### src/sv/html_text_cleaner_assert.svh
// Assertion macros for the HTML text cleaner.
`ifndef HTML_TEXT_CLEANER_ASSERT_SVH
`define HTML_TEXT_CLEANER_ASSERT_SVH
`ifndef SYNTH
`define HTC_ALWAYS(name, expr, msg) \
    name: assert property (@(posedge aclk) disable iff (!aresetn) (expr)) else $error(msg);
`define HTC_NEXT(name, cond, expr, msg) \
    name: assert property (@(posedge aclk) disable iff (!aresetn) (cond) |=> (expr)) \
        else $error(msg);
`else
`define HTC_ALWAYS(name, expr, msg)
`define HTC_NEXT(name, cond, expr, msg)
`endif
`endif

### src/sv/htc_pkg.sv
// Types, character codes and entity table shared by the HTML text cleaner.
`timescale 1ns / 1ps
`default_nettype none
package htc_pkg;

    localparam int CAP_W = 13;
    localparam logic [CAP_W-1:0] CAP_RESET = 13'd256;

    localparam logic [7:0] CH_AMP   = 8'h26;
    localparam logic [7:0] CH_HASH  = 8'h23;
    localparam logic [7:0] CH_SEMI  = 8'h3b;
    localparam logic [7:0] CH_SPACE = 8'h20;
    localparam logic [7:0] CH_TAB   = 8'h09;
    localparam logic [7:0] CH_CR    = 8'h0d;
    localparam logic [7:0] CH_LF    = 8'h0a;
    localparam logic [7:0] CH_LX    = 8'h78;
    localparam logic [7:0] CH_UX    = 8'h58;
    localparam logic [7:0] CH_0     = 8'h30;
    localparam logic [7:0] CH_9     = 8'h39;
    localparam logic [7:0] CH_UA    = 8'h41;
    localparam logic [7:0] CH_UZ    = 8'h5a;
    localparam logic [7:0] CH_LA    = 8'h61;
    localparam logic [7:0] CH_LF_HEX = 8'h66;
    localparam logic [7:0] CASE_OFS = 8'h20;
    localparam logic [7:0] HEX_OFS  = 8'h57;
    localparam logic [7:0] PRINT_LO = 8'h20;
    localparam logic [7:0] PRINT_HI = 8'h7f;

    localparam int ENT_NUM = 6;
    localparam logic [7:0] ENT_TEXT [ENT_NUM][6] = '{
        '{8'h26, 8'h61, 8'h6d, 8'h70, 8'h3b, 8'h00},
        '{8'h26, 8'h6c, 8'h74, 8'h3b, 8'h00, 8'h00},
        '{8'h26, 8'h67, 8'h74, 8'h3b, 8'h00, 8'h00},
        '{8'h26, 8'h71, 8'h75, 8'h6f, 8'h74, 8'h3b},
        '{8'h26, 8'h61, 8'h70, 8'h6f, 8'h73, 8'h3b},
        '{8'h26, 8'h6e, 8'h62, 8'h73, 8'h70, 8'h3b}
    };
    localparam logic [2:0] ENT_LEN [ENT_NUM] = '{3'd5, 3'd4, 3'd4, 3'd6, 3'd6, 3'd6};
    localparam logic [7:0] ENT_CHAR [ENT_NUM] = '{8'h26, 8'h3c, 8'h3e, 8'h22, 8'h27, 8'h20};

    typedef enum logic [3:0] {
        ST_IDLE, ST_POST, ST_DEC, ST_NUM, ST_EMIT, ST_REPLAY, ST_TAKE, ST_TAKE2, ST_FINAL
    } state_t;

    typedef struct packed {
        logic       put;
        logic       fin;
        logic       bare;
        logic [7:0] data;
    } out_req_t;

    typedef struct packed {
        logic put_ok;
        logic fin_ok;
        logic fin_done;
    } out_st_t;

    typedef struct packed {
        logic       full;
        logic       partial;
        logic [2:0] len;
        logic [7:0] ch;
    } ent_res_t;

    function automatic ent_res_t ent_match(input logic [5:0][7:0] taps, input logic [3:0] k);
        ent_res_t r;
        logic     m;
        int       e;
        int       i;
        r = '0;
        for (e = 0; e < ENT_NUM; e++) begin
            m = 1'b1;
            for (i = 0; i < 6; i++) begin
                if (i < int'(ENT_LEN[e]) && i < int'(k) && taps[i] != ENT_TEXT[e][i]) begin
                    m = 1'b0;
                end
            end
            if (m) begin
                if (k >= {1'b0, ENT_LEN[e]}) begin
                    r.full = 1'b1;
                    r.len  = ENT_LEN[e];
                    r.ch   = ENT_CHAR[e];
                end else begin
                    r.partial = 1'b1;
                end
            end
        end
        return r;
    endfunction

endpackage
`default_nettype wire

### src/sv/htc_digit_unit.sv
// Digit classifier and accumulate step for numeric character references.
`timescale 1ns / 1ps
`default_nettype none
module htc_digit_unit
    import htc_pkg::*;
#(
    parameter int V_W = 24
) (
    input  wire logic [7:0]     ch,
    input  wire logic           hex,
    input  wire logic [V_W-1:0] acc,
    output logic                is_digit,
    output logic [V_W-1:0]      acc_next
);

    logic [7:0] lc;
    logic [3:0] dv;

    always_comb begin
        lc       = (ch >= CH_UA && ch <= CH_UZ) ? ch + CASE_OFS : ch;
        is_digit = 1'b0;
        dv       = 4'd0;
        if (lc >= CH_0 && lc <= CH_9) begin
            is_digit = 1'b1;
            dv       = lc[3:0];
        end else if (hex && lc >= CH_LA && lc <= CH_LF_HEX) begin
            is_digit = 1'b1;
            dv       = 4'(lc - HEX_OFS);
        end
        acc_next = hex ? ((acc << 4) | V_W'(dv)) : ((acc << 3) + (acc << 1) + V_W'(dv));
    end

endmodule
`default_nettype wire

### src/sv/htc_out_stage.sv
// Result staging: holds the newest byte back until the span end, which marks it last unless the final step put nothing.
`timescale 1ns / 1ps
`default_nettype none
module htc_out_stage
    import htc_pkg::*;
(
    input  wire logic     aclk,
    input  wire logic     aresetn,
    input  wire out_req_t req,
    output out_st_t       st,
    output logic          m_tvalid,
    input  wire logic     m_tready,
    output logic [7:0]    m_tdata,   // out_byte
    output logic          m_tuser,   // out_valid
    output logic          m_tlast
);

    logic       m_valid_reg, m_valid_next;
    logic [7:0] m_byte_reg, m_byte_next;
    logic       m_user_reg, m_user_next;
    logic       m_last_reg, m_last_next;
    logic       pend_v_reg, pend_v_next;
    logic [7:0] pend_reg, pend_next;
    logic       m_free;

    assign m_free      = !m_valid_reg || m_tready;
    assign st.put_ok   = !pend_v_reg || m_free;
    assign st.fin_ok   = m_free;
    // a held byte from an earlier step goes out unmarked, then the bare end marker
    assign st.fin_done = m_free && !(pend_v_reg && req.bare);

    always_comb begin
        m_valid_next = m_valid_reg && !m_tready;
        m_byte_next  = m_byte_reg;
        m_user_next  = m_user_reg;
        m_last_next  = m_last_reg;
        pend_v_next  = pend_v_reg;
        pend_next    = pend_reg;
        if (req.put && st.put_ok) begin
            if (pend_v_reg) begin
                m_valid_next = 1'b1;
                m_byte_next  = pend_reg;
                m_user_next  = 1'b1;
                m_last_next  = 1'b0;
            end
            pend_v_next = 1'b1;
            pend_next   = req.data;
        end else if (req.fin && st.fin_ok) begin
            m_valid_next = 1'b1;
            m_byte_next  = pend_v_reg ? pend_reg : 8'd0;
            m_user_next  = pend_v_reg;
            m_last_next  = !(pend_v_reg && req.bare);
            pend_v_next  = 1'b0;
        end
    end

    always_ff @(posedge aclk) begin
        if (!aresetn) begin
            m_valid_reg <= 1'b0;
            pend_v_reg  <= 1'b0;
        end else begin
            m_valid_reg <= m_valid_next;
            pend_v_reg  <= pend_v_next;
        end
    end

    always_ff @(posedge aclk) begin
        m_byte_reg <= m_byte_next;
        m_user_reg <= m_user_next;
        m_last_reg <= m_last_next;
        pend_reg   <= pend_next;
    end

    assign m_tvalid = m_valid_reg;
    assign m_tdata  = m_byte_reg;
    assign m_tuser  = m_user_reg;
    assign m_tlast  = m_last_reg;

endmodule
`default_nettype wire

### src/sv/html_text_cleaner.sv
// HTML text cleaner: one small sequencer takes one byte at a time through whitespace
// collapsing, entity and numeric reference decoding, UTF-8 tail holding and the output
// limit. A plain byte passes through the take, emit and post steps; a byte that completes
// or fails a reference adds the entity check, the digit scan and a replay of the bytes
// still buffered behind it, each going through the same take and emit steps again. The
// byte with tlast set adds the final settle and the end-marked result, sent after the held
// byte as a bare marker when that byte produced nothing while an earlier byte of the span
// is still held back. All of it runs in the one sequencer and its digit unit, and
// s_tready is high only while idle.
`timescale 1ns / 1ps
`default_nettype none
`include "html_text_cleaner_assert.svh"
module html_text_cleaner
    import htc_pkg::*;
#(
    parameter int MAX_DIGITS      = 6,
    parameter int LOOKAHEAD_DEPTH = 10
) (
    input  wire logic             aclk,
    input  wire logic             aresetn,
    input  wire logic             s_tvalid,
    output logic                  s_tready,
    input  wire logic [7:0]       s_tdata,   // in_byte
    input  wire logic             s_tlast,
    output logic                  m_tvalid,
    input  wire logic             m_tready,
    output logic [7:0]            m_tdata,   // out_byte
    output logic                  m_tuser,   // out_valid
    output logic                  m_tlast,
    input  wire logic             cfg_valid,
    output logic                  cfg_ready,
    input  wire logic [CAP_W-1:0] cfg_data
);

    localparam int IW  = $clog2(LOOKAHEAD_DEPTH);
    localparam int CW  = $clog2(LOOKAHEAD_DEPTH + 1);
    localparam int V_W = 4 * MAX_DIGITS;

    state_t           state_reg, state_next;
    logic [CAP_W-1:0] cap_reg;
    logic [7:0]       lb_reg [LOOKAHEAD_DEPTH];
    logic [CW-1:0]    la_cnt_reg, la_cnt_next;
    logic [CAP_W-1:0] cnt_reg, cnt_next;
    logic             sp_reg, sp_next;
    logic [7:0]       held_reg [3];
    logic [1:0]       held_cnt_reg, held_cnt_next;
    logic [2:0]       want_reg, want_next;
    logic             reached_reg, reached_next;
    logic             last_reg, last_next;
    logic             ended_reg, ended_next;
    logic             step_put_reg, step_put_next;
    logic [7:0]       take_c_reg, take_c_next;
    state_t           take_ret_reg, take_ret_next;
    logic [7:0]       emit_c_reg, emit_c_next;
    state_t           emit_ret_reg, emit_ret_next;
    logic [1:0]       fi_reg, fi_next;
    logic [CW-1:0]    j_reg, j_next;
    logic [CW-1:0]    d0_reg, d0_next;
    logic             hex_reg, hex_next;
    logic [V_W-1:0]   v_reg, v_next;
    logic [CW-1:0]    rp_src_reg, rp_src_next;
    logic [CW-1:0]    rp_end_reg, rp_end_next;

    logic             lb_we;
    logic [IW-1:0]    lb_wa;
    logic [7:0]       lb_wd;
    logic             held_we;
    logic [1:0]       held_wa;
    logic [7:0]       held_wd;

    logic             s_acc;
    logic [IW-1:0]    rd_idx;
    logic [7:0]       rd_byte;
    logic [5:0][7:0]  taps;
    ent_res_t         em;
    logic             du_digit;
    logic [V_W-1:0]   du_acc;

    logic             dec_go, dec_wait, num_start, num_step;
    logic [CW-1:0]    dec_len;
    logic [7:0]       dec_ch;

    logic             e_cont, held_nz, e_flush, e_flushing, e_final_put, e_put, e_adv;
    logic [2:0]       e_want;

    logic             t_ws, cap_hit1, cap_hit2;

    out_req_t         oreq;
    out_st_t          ost;

    assign s_tready  = (state_reg == ST_IDLE);
    assign s_acc     = s_tvalid && s_tready;
    assign cfg_ready = 1'b1;

    assign rd_idx  = (state_reg == ST_NUM) ? j_reg[IW-1:0] : rp_src_reg[IW-1:0];
    assign rd_byte = lb_reg[rd_idx];

    always_comb begin
        for (int i = 0; i < 6; i++) begin
            taps[i] = lb_reg[i];
        end
    end

    assign em = ent_match(taps, 4'(la_cnt_reg));

    htc_digit_unit #(.V_W(V_W)) u_digit (
        .ch       (rd_byte),
        .hex      (hex_reg),
        .acc      (v_reg),
        .is_digit (du_digit),
        .acc_next (du_acc)
    );

    htc_out_stage u_out (
        .aclk     (aclk),
        .aresetn  (aresetn),
        .req      (oreq),
        .st       (ost),
        .m_tvalid (m_tvalid),
        .m_tready (m_tready),
        .m_tdata  (m_tdata),
        .m_tuser  (m_tuser),
        .m_tlast  (m_tlast)
    );

    // reference decision
    always_comb begin
        logic und;
        logic fail;
        und       = 1'b0;
        fail      = 1'b0;
        dec_go    = 1'b0;
        dec_wait  = 1'b0;
        num_start = 1'b0;
        num_step  = 1'b0;
        dec_len   = CW'(1);
        dec_ch    = CH_AMP;
        if (state_reg == ST_DEC) begin
            if (em.full) begin
                dec_go  = 1'b1;
                dec_len = CW'(em.len);
                dec_ch  = em.ch;
            end else if (em.partial && !ended_reg) begin
                und = 1'b1;
            end else if (la_cnt_reg < CW'(2)) begin
                und  = !ended_reg;
                fail = ended_reg;
            end else if (lb_reg[1] != CH_HASH) begin
                fail = 1'b1;
            end else if (la_cnt_reg < CW'(3)) begin
                und  = !ended_reg;
                fail = ended_reg;
            end else begin
                num_start = 1'b1;
            end
        end else if (state_reg == ST_NUM) begin
            if (j_reg >= la_cnt_reg) begin
                und  = !ended_reg;
                fail = ended_reg;
            end else if (rd_byte == CH_SEMI || 32'(j_reg - d0_reg) >= MAX_DIGITS
                         || !du_digit) begin
                if (rd_byte == CH_SEMI && j_reg > d0_reg && 32'(v_reg) >= 32'(PRINT_LO)
                        && 32'(v_reg) < 32'(PRINT_HI)) begin
                    dec_go  = 1'b1;
                    dec_len = j_reg + CW'(1);
                    dec_ch  = v_reg[7:0];
                end else begin
                    fail = 1'b1;
                end
            end else begin
                num_step = 1'b1;
            end
        end
        if (und) begin
            if (la_cnt_reg >= CW'(LOOKAHEAD_DEPTH)) begin
                fail = 1'b1;
            end else begin
                dec_wait = 1'b1;
            end
        end
        if (fail) begin
            dec_go  = 1'b1;
            dec_len = CW'(1);
            dec_ch  = CH_AMP;
        end
    end

    // UTF-8 tail holding
    always_comb begin
        e_cont = (emit_c_reg[7:6] == 2'b10);
        if ((emit_c_reg & 8'hf8) == 8'hf0) begin
            e_want = 3'd4;
        end else if ((emit_c_reg & 8'hf0) == 8'he0) begin
            e_want = 3'd3;
        end else if ((emit_c_reg & 8'he0) == 8'hc0) begin
            e_want = 3'd2;
        end else begin
            e_want = 3'd1;
        end
        held_nz     = (held_cnt_reg != 2'd0);
        e_flush     = e_cont ? (held_nz && (3'(held_cnt_reg) + 3'd1 >= want_reg
                                            || held_cnt_reg == 2'd3))
                             : 1'b1;
        e_flushing  = e_flush && (fi_reg < held_cnt_reg);
        e_final_put = e_cont ? (!held_nz || e_flush) : (e_want == 3'd1);
        e_put       = e_flushing || e_final_put;
        e_adv       = !e_put || ost.put_ok;
    end

    assign t_ws = (take_c_reg == CH_SPACE) || (take_c_reg == CH_TAB)
               || (take_c_reg == CH_CR) || (take_c_reg == CH_LF);
    assign cap_hit1 = ({1'b0, cnt_reg} + 14'd1) >= {1'b0, cap_reg};
    assign cap_hit2 = ({1'b0, cnt_reg} + 14'd2) >= {1'b0, cap_reg};

    // next state
    always_comb begin
        state_next = state_reg;
        unique case (state_reg)
            ST_IDLE: begin
                if (s_acc) begin
                    if (reached_reg) begin
                        state_next = ST_POST;
                    end else if (la_cnt_reg != '0) begin
                        state_next = ST_DEC;
                    end else begin
                        state_next = ST_TAKE;
                    end
                end
            end
            ST_POST: begin
                if (ended_reg) begin
                    state_next = ST_FINAL;
                end else if (last_reg) begin
                    state_next = (la_cnt_reg != '0) ? ST_DEC : ST_FINAL;
                end else begin
                    state_next = ST_IDLE;
                end
            end
            ST_DEC, ST_NUM: begin
                if (dec_go) begin
                    state_next = ST_EMIT;
                end else if (dec_wait) begin
                    state_next = ST_POST;
                end else if (num_start) begin
                    state_next = ST_NUM;
                end
            end
            ST_EMIT: begin
                if (e_adv && !e_flushing) begin
                    state_next = emit_ret_reg;
                end
            end
            ST_REPLAY: begin
                if (rp_src_reg < rp_end_reg) begin
                    state_next = (la_cnt_reg != '0) ? ST_REPLAY : ST_TAKE;
                end else begin
                    state_next = (la_cnt_reg != '0) ? ST_DEC : ST_POST;
                end
            end
            ST_TAKE: begin
                if (reached_reg || cap_hit1 || t_ws || (sp_reg && cap_hit2)) begin
                    state_next = take_ret_reg;
                end else if (sp_reg) begin
                    state_next = ST_EMIT;
                end else begin
                    state_next = ST_TAKE2;
                end
            end
            ST_TAKE2: begin
                state_next = (take_c_reg == CH_AMP) ? take_ret_reg : ST_EMIT;
            end
            ST_FINAL: begin
                if (ost.fin_done) begin
                    state_next = ST_IDLE;
                end
            end
            default: state_next = ST_IDLE;
        endcase
    end

    // datapath
    always_comb begin
        la_cnt_next   = la_cnt_reg;
        cnt_next      = cnt_reg;
        sp_next       = sp_reg;
        held_cnt_next = held_cnt_reg;
        want_next     = want_reg;
        reached_next  = reached_reg;
        last_next     = last_reg;
        ended_next    = ended_reg;
        step_put_next = step_put_reg;
        take_c_next   = take_c_reg;
        take_ret_next = take_ret_reg;
        emit_c_next   = emit_c_reg;
        emit_ret_next = emit_ret_reg;
        fi_next       = fi_reg;
        j_next        = j_reg;
        d0_next       = d0_reg;
        hex_next      = hex_reg;
        v_next        = v_reg;
        rp_src_next   = rp_src_reg;
        rp_end_next   = rp_end_reg;
        lb_we         = 1'b0;
        lb_wa         = la_cnt_reg[IW-1:0];
        lb_wd         = rd_byte;
        held_we       = 1'b0;
        held_wa       = held_cnt_reg;
        held_wd       = emit_c_reg;
        oreq          = '0;
        unique case (state_reg)
            ST_IDLE: begin
                if (s_acc) begin
                    take_c_next   = s_tdata;
                    last_next     = s_tlast;
                    ended_next    = 1'b0;
                    step_put_next = 1'b0;
                    take_ret_next = ST_POST;
                    if (!reached_reg && la_cnt_reg != '0
                            && la_cnt_reg < CW'(LOOKAHEAD_DEPTH)) begin
                        lb_we       = 1'b1;
                        lb_wd       = s_tdata;
                        la_cnt_next = la_cnt_reg + CW'(1);
                    end
                end
            end
            ST_POST: begin
                if (!ended_reg && last_reg) begin
                    ended_next = 1'b1;
                end
            end
            ST_DEC, ST_NUM: begin
                if (dec_go) begin
                    emit_c_next   = dec_ch;
                    emit_ret_next = ST_REPLAY;
                    rp_src_next   = dec_len;
                    rp_end_next   = la_cnt_reg;
                    la_cnt_next   = '0;
                end else if (num_start) begin
                    hex_next = (lb_reg[2] == CH_LX) || (lb_reg[2] == CH_UX);
                    j_next   = hex_next ? CW'(3) : CW'(2);
                    d0_next  = j_next;
                    v_next   = '0;
                end else if (num_step) begin
                    v_next = du_acc;
                    j_next = j_reg + CW'(1);
                end
            end
            ST_EMIT: begin
                if (e_adv) begin
                    if (e_put) begin
                        step_put_next = 1'b1;
                    end
                    if (e_flushing) begin
                        oreq.put  = 1'b1;
                        oreq.data = held_reg[fi_reg];
                        fi_next   = fi_reg + 2'd1;
                    end else begin
                        oreq.put  = e_final_put;
                        oreq.data = emit_c_reg;
                        cnt_next  = cnt_reg + CAP_W'(1);
                        fi_next   = 2'd0;
                        if (e_cont) begin
                            if (held_nz && !e_flush) begin
                                held_we       = 1'b1;
                                held_cnt_next = held_cnt_reg + 2'd1;
                            end else if (held_nz) begin
                                held_cnt_next = 2'd0;
                                want_next     = 3'd0;
                            end
                        end else if (e_want != 3'd1) begin
                            held_we       = 1'b1;
                            held_wa       = 2'd0;
                            held_cnt_next = 2'd1;
                            want_next     = e_want;
                        end else begin
                            held_cnt_next = 2'd0;
                            want_next     = 3'd0;
                        end
                    end
                end
            end
            ST_REPLAY: begin
                if (rp_src_reg < rp_end_reg) begin
                    rp_src_next = rp_src_reg + CW'(1);
                    if (la_cnt_reg != '0) begin
                        lb_we       = 1'b1;
                        la_cnt_next = la_cnt_reg + CW'(1);
                    end else begin
                        take_c_next   = rd_byte;
                        take_ret_next = ST_REPLAY;
                    end
                end
            end
            ST_TAKE: begin
                if (!reached_reg) begin
                    if (cap_hit1) begin
                        reached_next = 1'b1;
                    end else if (t_ws) begin
                        sp_next = (cnt_reg != '0);
                    end else if (sp_reg) begin
                        if (cap_hit2) begin
                            reached_next = 1'b1;
                        end else begin
                            emit_c_next   = CH_SPACE;
                            emit_ret_next = ST_TAKE2;
                            sp_next       = 1'b0;
                        end
                    end
                end
            end
            ST_TAKE2: begin
                if (take_c_reg == CH_AMP) begin
                    lb_we       = 1'b1;
                    lb_wa       = '0;
                    lb_wd       = CH_AMP;
                    la_cnt_next = CW'(1);
                end else begin
                    emit_c_next   = take_c_reg;
                    emit_ret_next = take_ret_reg;
                end
            end
            ST_FINAL: begin
                oreq.fin  = 1'b1;
                oreq.bare = !step_put_reg;
                if (ost.fin_done) begin
                    la_cnt_next   = '0;
                    cnt_next      = '0;
                    sp_next       = 1'b0;
                    held_cnt_next = 2'd0;
                    want_next     = 3'd0;
                    reached_next  = 1'b0;
                    ended_next    = 1'b0;
                end
            end
            default: ;
        endcase
    end

    always_ff @(posedge aclk) begin
        if (!aresetn) begin
            state_reg    <= ST_IDLE;
            cap_reg      <= CAP_RESET;
            la_cnt_reg   <= '0;
            cnt_reg      <= '0;
            sp_reg       <= 1'b0;
            held_cnt_reg <= 2'd0;
            want_reg     <= 3'd0;
            reached_reg  <= 1'b0;
            last_reg     <= 1'b0;
            ended_reg    <= 1'b0;
            step_put_reg <= 1'b0;
            fi_reg       <= 2'd0;
        end else begin
            state_reg    <= state_next;
            if (cfg_valid && cfg_ready) begin
                cap_reg <= cfg_data;
            end
            la_cnt_reg   <= la_cnt_next;
            cnt_reg      <= cnt_next;
            sp_reg       <= sp_next;
            held_cnt_reg <= held_cnt_next;
            want_reg     <= want_next;
            reached_reg  <= reached_next;
            last_reg     <= last_next;
            ended_reg    <= ended_next;
            step_put_reg <= step_put_next;
            fi_reg       <= fi_next;
        end
    end

    always_ff @(posedge aclk) begin
        take_c_reg   <= take_c_next;
        take_ret_reg <= take_ret_next;
        emit_c_reg   <= emit_c_next;
        emit_ret_reg <= emit_ret_next;
        j_reg        <= j_next;
        d0_reg       <= d0_next;
        hex_reg      <= hex_next;
        v_reg        <= v_next;
        rp_src_reg   <= rp_src_next;
        rp_end_reg   <= rp_end_next;
        if (lb_we) begin
            lb_reg[lb_wa] <= lb_wd;
        end
        if (held_we) begin
            held_reg[held_wa] <= held_wd;
        end
    end

    `HTC_ALWAYS(a_la_bound, la_cnt_reg <= CW'(LOOKAHEAD_DEPTH), "lookahead count overrun")
    `HTC_ALWAYS(a_idle_room, state_reg != ST_IDLE || la_cnt_reg < CW'(LOOKAHEAD_DEPTH), "idle full")
    `HTC_ALWAYS(a_held_want, held_cnt_reg == 2'd0 || want_reg > 3'(held_cnt_reg), "held tail done")
    `HTC_NEXT(a_fin_last, state_reg == ST_FINAL && ost.fin_done, m_tvalid && m_tlast, "no span end")

endmodule
`default_nettype wire
### config.mk
export PLATFORM = sky130hd
export DESIGN_NAME = html_text_cleaner
export DESIGN_NICKNAME = d
export VERILOG_FILES = /design/src/sv/htc_pkg.sv /design/src/sv/htc_digit_unit.sv /design/src/sv/htc_out_stage.sv /design/src/sv/html_text_cleaner.sv
export VERILOG_INCLUDE_DIRS = /design/src /design/src/sv
export SDC_FILE = /design/constraint.sdc
export NUM_CORES = 1
export LEC_CHECK = 0
export ABC_AREA = 1
export BUFFER_PORTS_ARGS = -buffer_cell sky130_fd_sc_hd__buf_2
export CORE_UTILIZATION = 45
export CTS_BUF_LIST = sky130_fd_sc_hd__clkbuf_16
export DETAILED_ROUTE_END_ITERATION = 8
export PLACE_DENSITY_LB_ADDON = 0.2
export SLEW_MARGIN = 20
export SYNTH_ARGS = -nofsm -noshare
export SYNTH_HDL_FRONTEND = slang
export SYNTH_SLANG_ARGS = --single-unit
### constraint.sdc
create_clock -name aclk -period 13.5 [get_ports aclk]
set_input_delay 0 -clock aclk [delete_from_list [all_inputs] [get_ports aclk]]
set_output_delay 0 -clock aclk [all_outputs]
set_load 0.01 [all_outputs]
==> key figures <==
Cells and area
  – Fraction of layout instances using a drive strength above 1: 0.0683
  – Max FFs per register: 128
  – Antenna cells: 0
  – Area Growth Syn to Fin: 12.7%
  – Final net count: 2035

Synth
  – Number of synthesized flops with an enable pin: 226
  – Seq/Total Area, Yosys: 0.487
  – Yosys top cell by area: edfxtp_1
  – Async SR Flop Fraction: 0
  – Post-Syn Nets: 1961
  – Mapped Cells: 1835
  – Synth Flop Type: edfxtp_1
  – Post-synth top cells: nand2_1, inv_1, edfxtp_1, nand3_1, nor2_1
  – Top cells by area, synth: edfxtp_1, ha_1, nand2_1
  – Yosys warnings: 0
  – Synth cell types: 57
  – Post-synth top area share: 0.424
  – Synth Register Bits: 276
  – Syn Area/Cell: 8.71 um^2
  – Most instantiated library cell after synthesis: nand2_1
  – Cell area after synthesis: 0.0160 mm^2

Worst setup path
  – Critical path endpoint category: flop
  – Buf/Inv on CP: 6
  – Slowest-stage cell, CP: nand2_2
  – Cell count along the critical path: 43
  – CP peak stage delay: 700 ps
  – CP startpoint kind: flop
  – WS Path Type: flop to flop
  – Crit-path max FO: 55
  – Req. time, crit path: 13770 ps
  – CP arrival: 8000 ps
  – Crit path max-delay family: simple AND/OR/NAND/NOR gates
  – Worst-case reg-to-reg path depth: 43
  – Top cell by count, worst path: nand3_1

STA
  – Setup TNS: 0 ps
  – Fin crit period: 7720 ps
  – Maximum clock frequency: 129 MHz
  – Final worst-path cycle share: 0.572
  – Worst-Margin Slew: 1120 ps
  – Final Hold Vio Count: 0
  – Final setup viols: 0
  – RSZ-0062 raised after global routing: false
  – Hold WS: 63.3 ps
  – Post-route clock skew: 19.1 ps
  – Final Max Tran Viols: 0
  – Relative slew slack: 0.254

Power
  – Net Sw Power: 0.00120 W
  – P_int: 0.00192 W
  – LEAKAGE: 7.70 nW
  – Sw Ratio: 0.386
  – Power share of the combinational group: 0.350
  – Clock share of power: 0.275
  – VDD IR-drop max: 117 uV
  – PwrDens: 173 mW/mm^2
  – Register share of total power: 0.375

Floorplanning
  – Initial Utilization: 0.461
  – CORE AREA: 0.0347 mm^2
  – Chip width: 191 um
  – # rows: 68
  – Die ar.: 0.0363 mm^2
  – Die span in y: 191 um
  – # IOs: 40

Detailed routing
  – Met3 wire length: 2960 um
  – WL met2: 18800 um
  – Antenna-violating nets left: 0
  – Via density: 5.50
  – DR vias: 13100
  – DR top layer: met4
  – DRC Markers: 0
  – Met1 WL: 18200 um
  – Final wirelength: 41500 um
  – Iter 0 DRT Violations: 997
  – DRT Pass-1 Iters: 6
  – WL per Instance: 17.4 um

Clock network
  – Num CTS Buffers: 34
  – H-tree levels: 2
  – Clock root cell: clkbuf_16
  – CTS sink cnt: 276
  – Insertion delay to the later sink of the worst-skew pair: 530 ps
  – CTS tree: built
  – CTS clk-pin slew, worst paths: 70 ps
  – Clk buf depth: 3
  – Post-CTS Setup Bufs: 0

Run
  – MaxCap Viol Count: 0

GRT
  – Vias in the first global route: 12500
  – Maximum number of pins on one net before global-route repair: 56
  – First-pass GRT wire length: 66700 um
  – Initial antenna violation count: 0
  – GRT overflow: 0
  – GRT Util Overall: 0.234

Hold path
  – Worst min path class: primary input to flop
  – Worst hold path depth: 6

Place
  – Hpwl dp: 29100 um
  – IO buf count: 38
  – Gpl congestion: 0.920

Run status
  – Outcome: completed
cell usage in the layout, fill, tap and decap left out, types with 17 or more instances in the layout:
| master | count |
|---|---|
| a211oi_1 | 23 |
| a21oi_1 | 128 |
| buf_2 | 38 |
| clkbuf_16 | 35 |
| dfxtp_1 | 50 |
| dlygate4sd3_1 | 40 |
| edfxtp_1 | 226 |
| ha_1 | 97 |
| inv_1 | 295 |
| nand2_1 | 310 |
| nand3_1 | 185 |
| nand4_1 | 24 |
| nor2_1 | 141 |
| nor3_1 | 28 |
| nor4_1 | 17 |
| o21ai_0 | 113 |
| xor2_1 | 30 |
per-stage QoR:
stage	total power (W)	instances	util	setup WS (ps)	instance area, um^2
after detailed placement	0.00225	2288	0.478	5930	16600
after global placement	0.00224	2288	0.478	6110	16600
after floorplan	0.00191	1835	-	7650	16000
after CTS	0.00313	2387	0.519	5910	18000
after global routing	0.00331	2387	0.519	5010	18000
final	0.00312	2387	0.519	5780	18000
power by group through the flow:
stage / Combinational [W] / Clock [W] / Sequential [W]
floorplan: 0.000747 / 0 / 0.00116
global placement: 0.00105 / 0 / 0.00119
detailed placement: 0.00106 / 0 / 0.00119
CTS: 0.00108 / 0.000878 / 0.00117
global route: 0.00122 / 0.000909 / 0.00118
finish: 0.00109 / 0.000859 / 0.00117
cell type report:
class	count	area [um^2]
fillers	3192	16700
flip-flops and latches	276	7790
multi-input cells	1211	6840
inverters	299	1120
clock buffers	35	876
repair buffers	87	658
well taps	455	569
clock inverters	24	166
worst register-to-register path: cells and delay by family, from the launching register on:
kind	cells	cell delay, ps
xor+xnor	1	160
compound gates	12	2220
buf+inv	6	680
flops	1	400
simple gates	21	3140
fa+ha+maj	3	900
cells by family after synthesis:
| group | Yosys count | share of synthesized area |
|---|---|---|
| simple gates | 736 | 0.204 |
| buf+inv | 348 | 0.0867 |
| flops | 276 | 0.487 |
| mux | 8 | 0.00501 |
| compound gates | 327 | 0.117 |
| xor+xnor | 40 | 0.0219 |
| other cells | 1 | 0.000235 |
| fa+ha+maj | 99 | 0.0784 |
layer usage:
metal,up-vias,GRT usage
met2,496,0.376
met1,6122,0.316
met3,101,0.0359
met5,-,0
li1,6415,-
met4,0,0.0920
timing repair:
item | in CTS | in global routing
gates resized for setup | 0 | 0
hold buffers | 40 | 0
hold endpoints to repair | 28 | 0
worst paths after layout:
path / startpoint / to / slack, ps
max reg2reg: state_reg[1]$_SDFFE_PN0P_ / v_reg[23]$_SDFFCE_PP0P_ / 5780
max: state_reg[1]$_SDFFE_PN0P_ / v_reg[23]$_SDFFCE_PP0P_ / 5780
min: s_tvalid / step_put_reg$_SDFFE_PN0P_ / 60
min reg2reg: want_reg[2]$_SDFFE_PN0P_ / want_reg[2]$_SDFFE_PN0P_ / 460
Power figures use the tool's default switching activity.
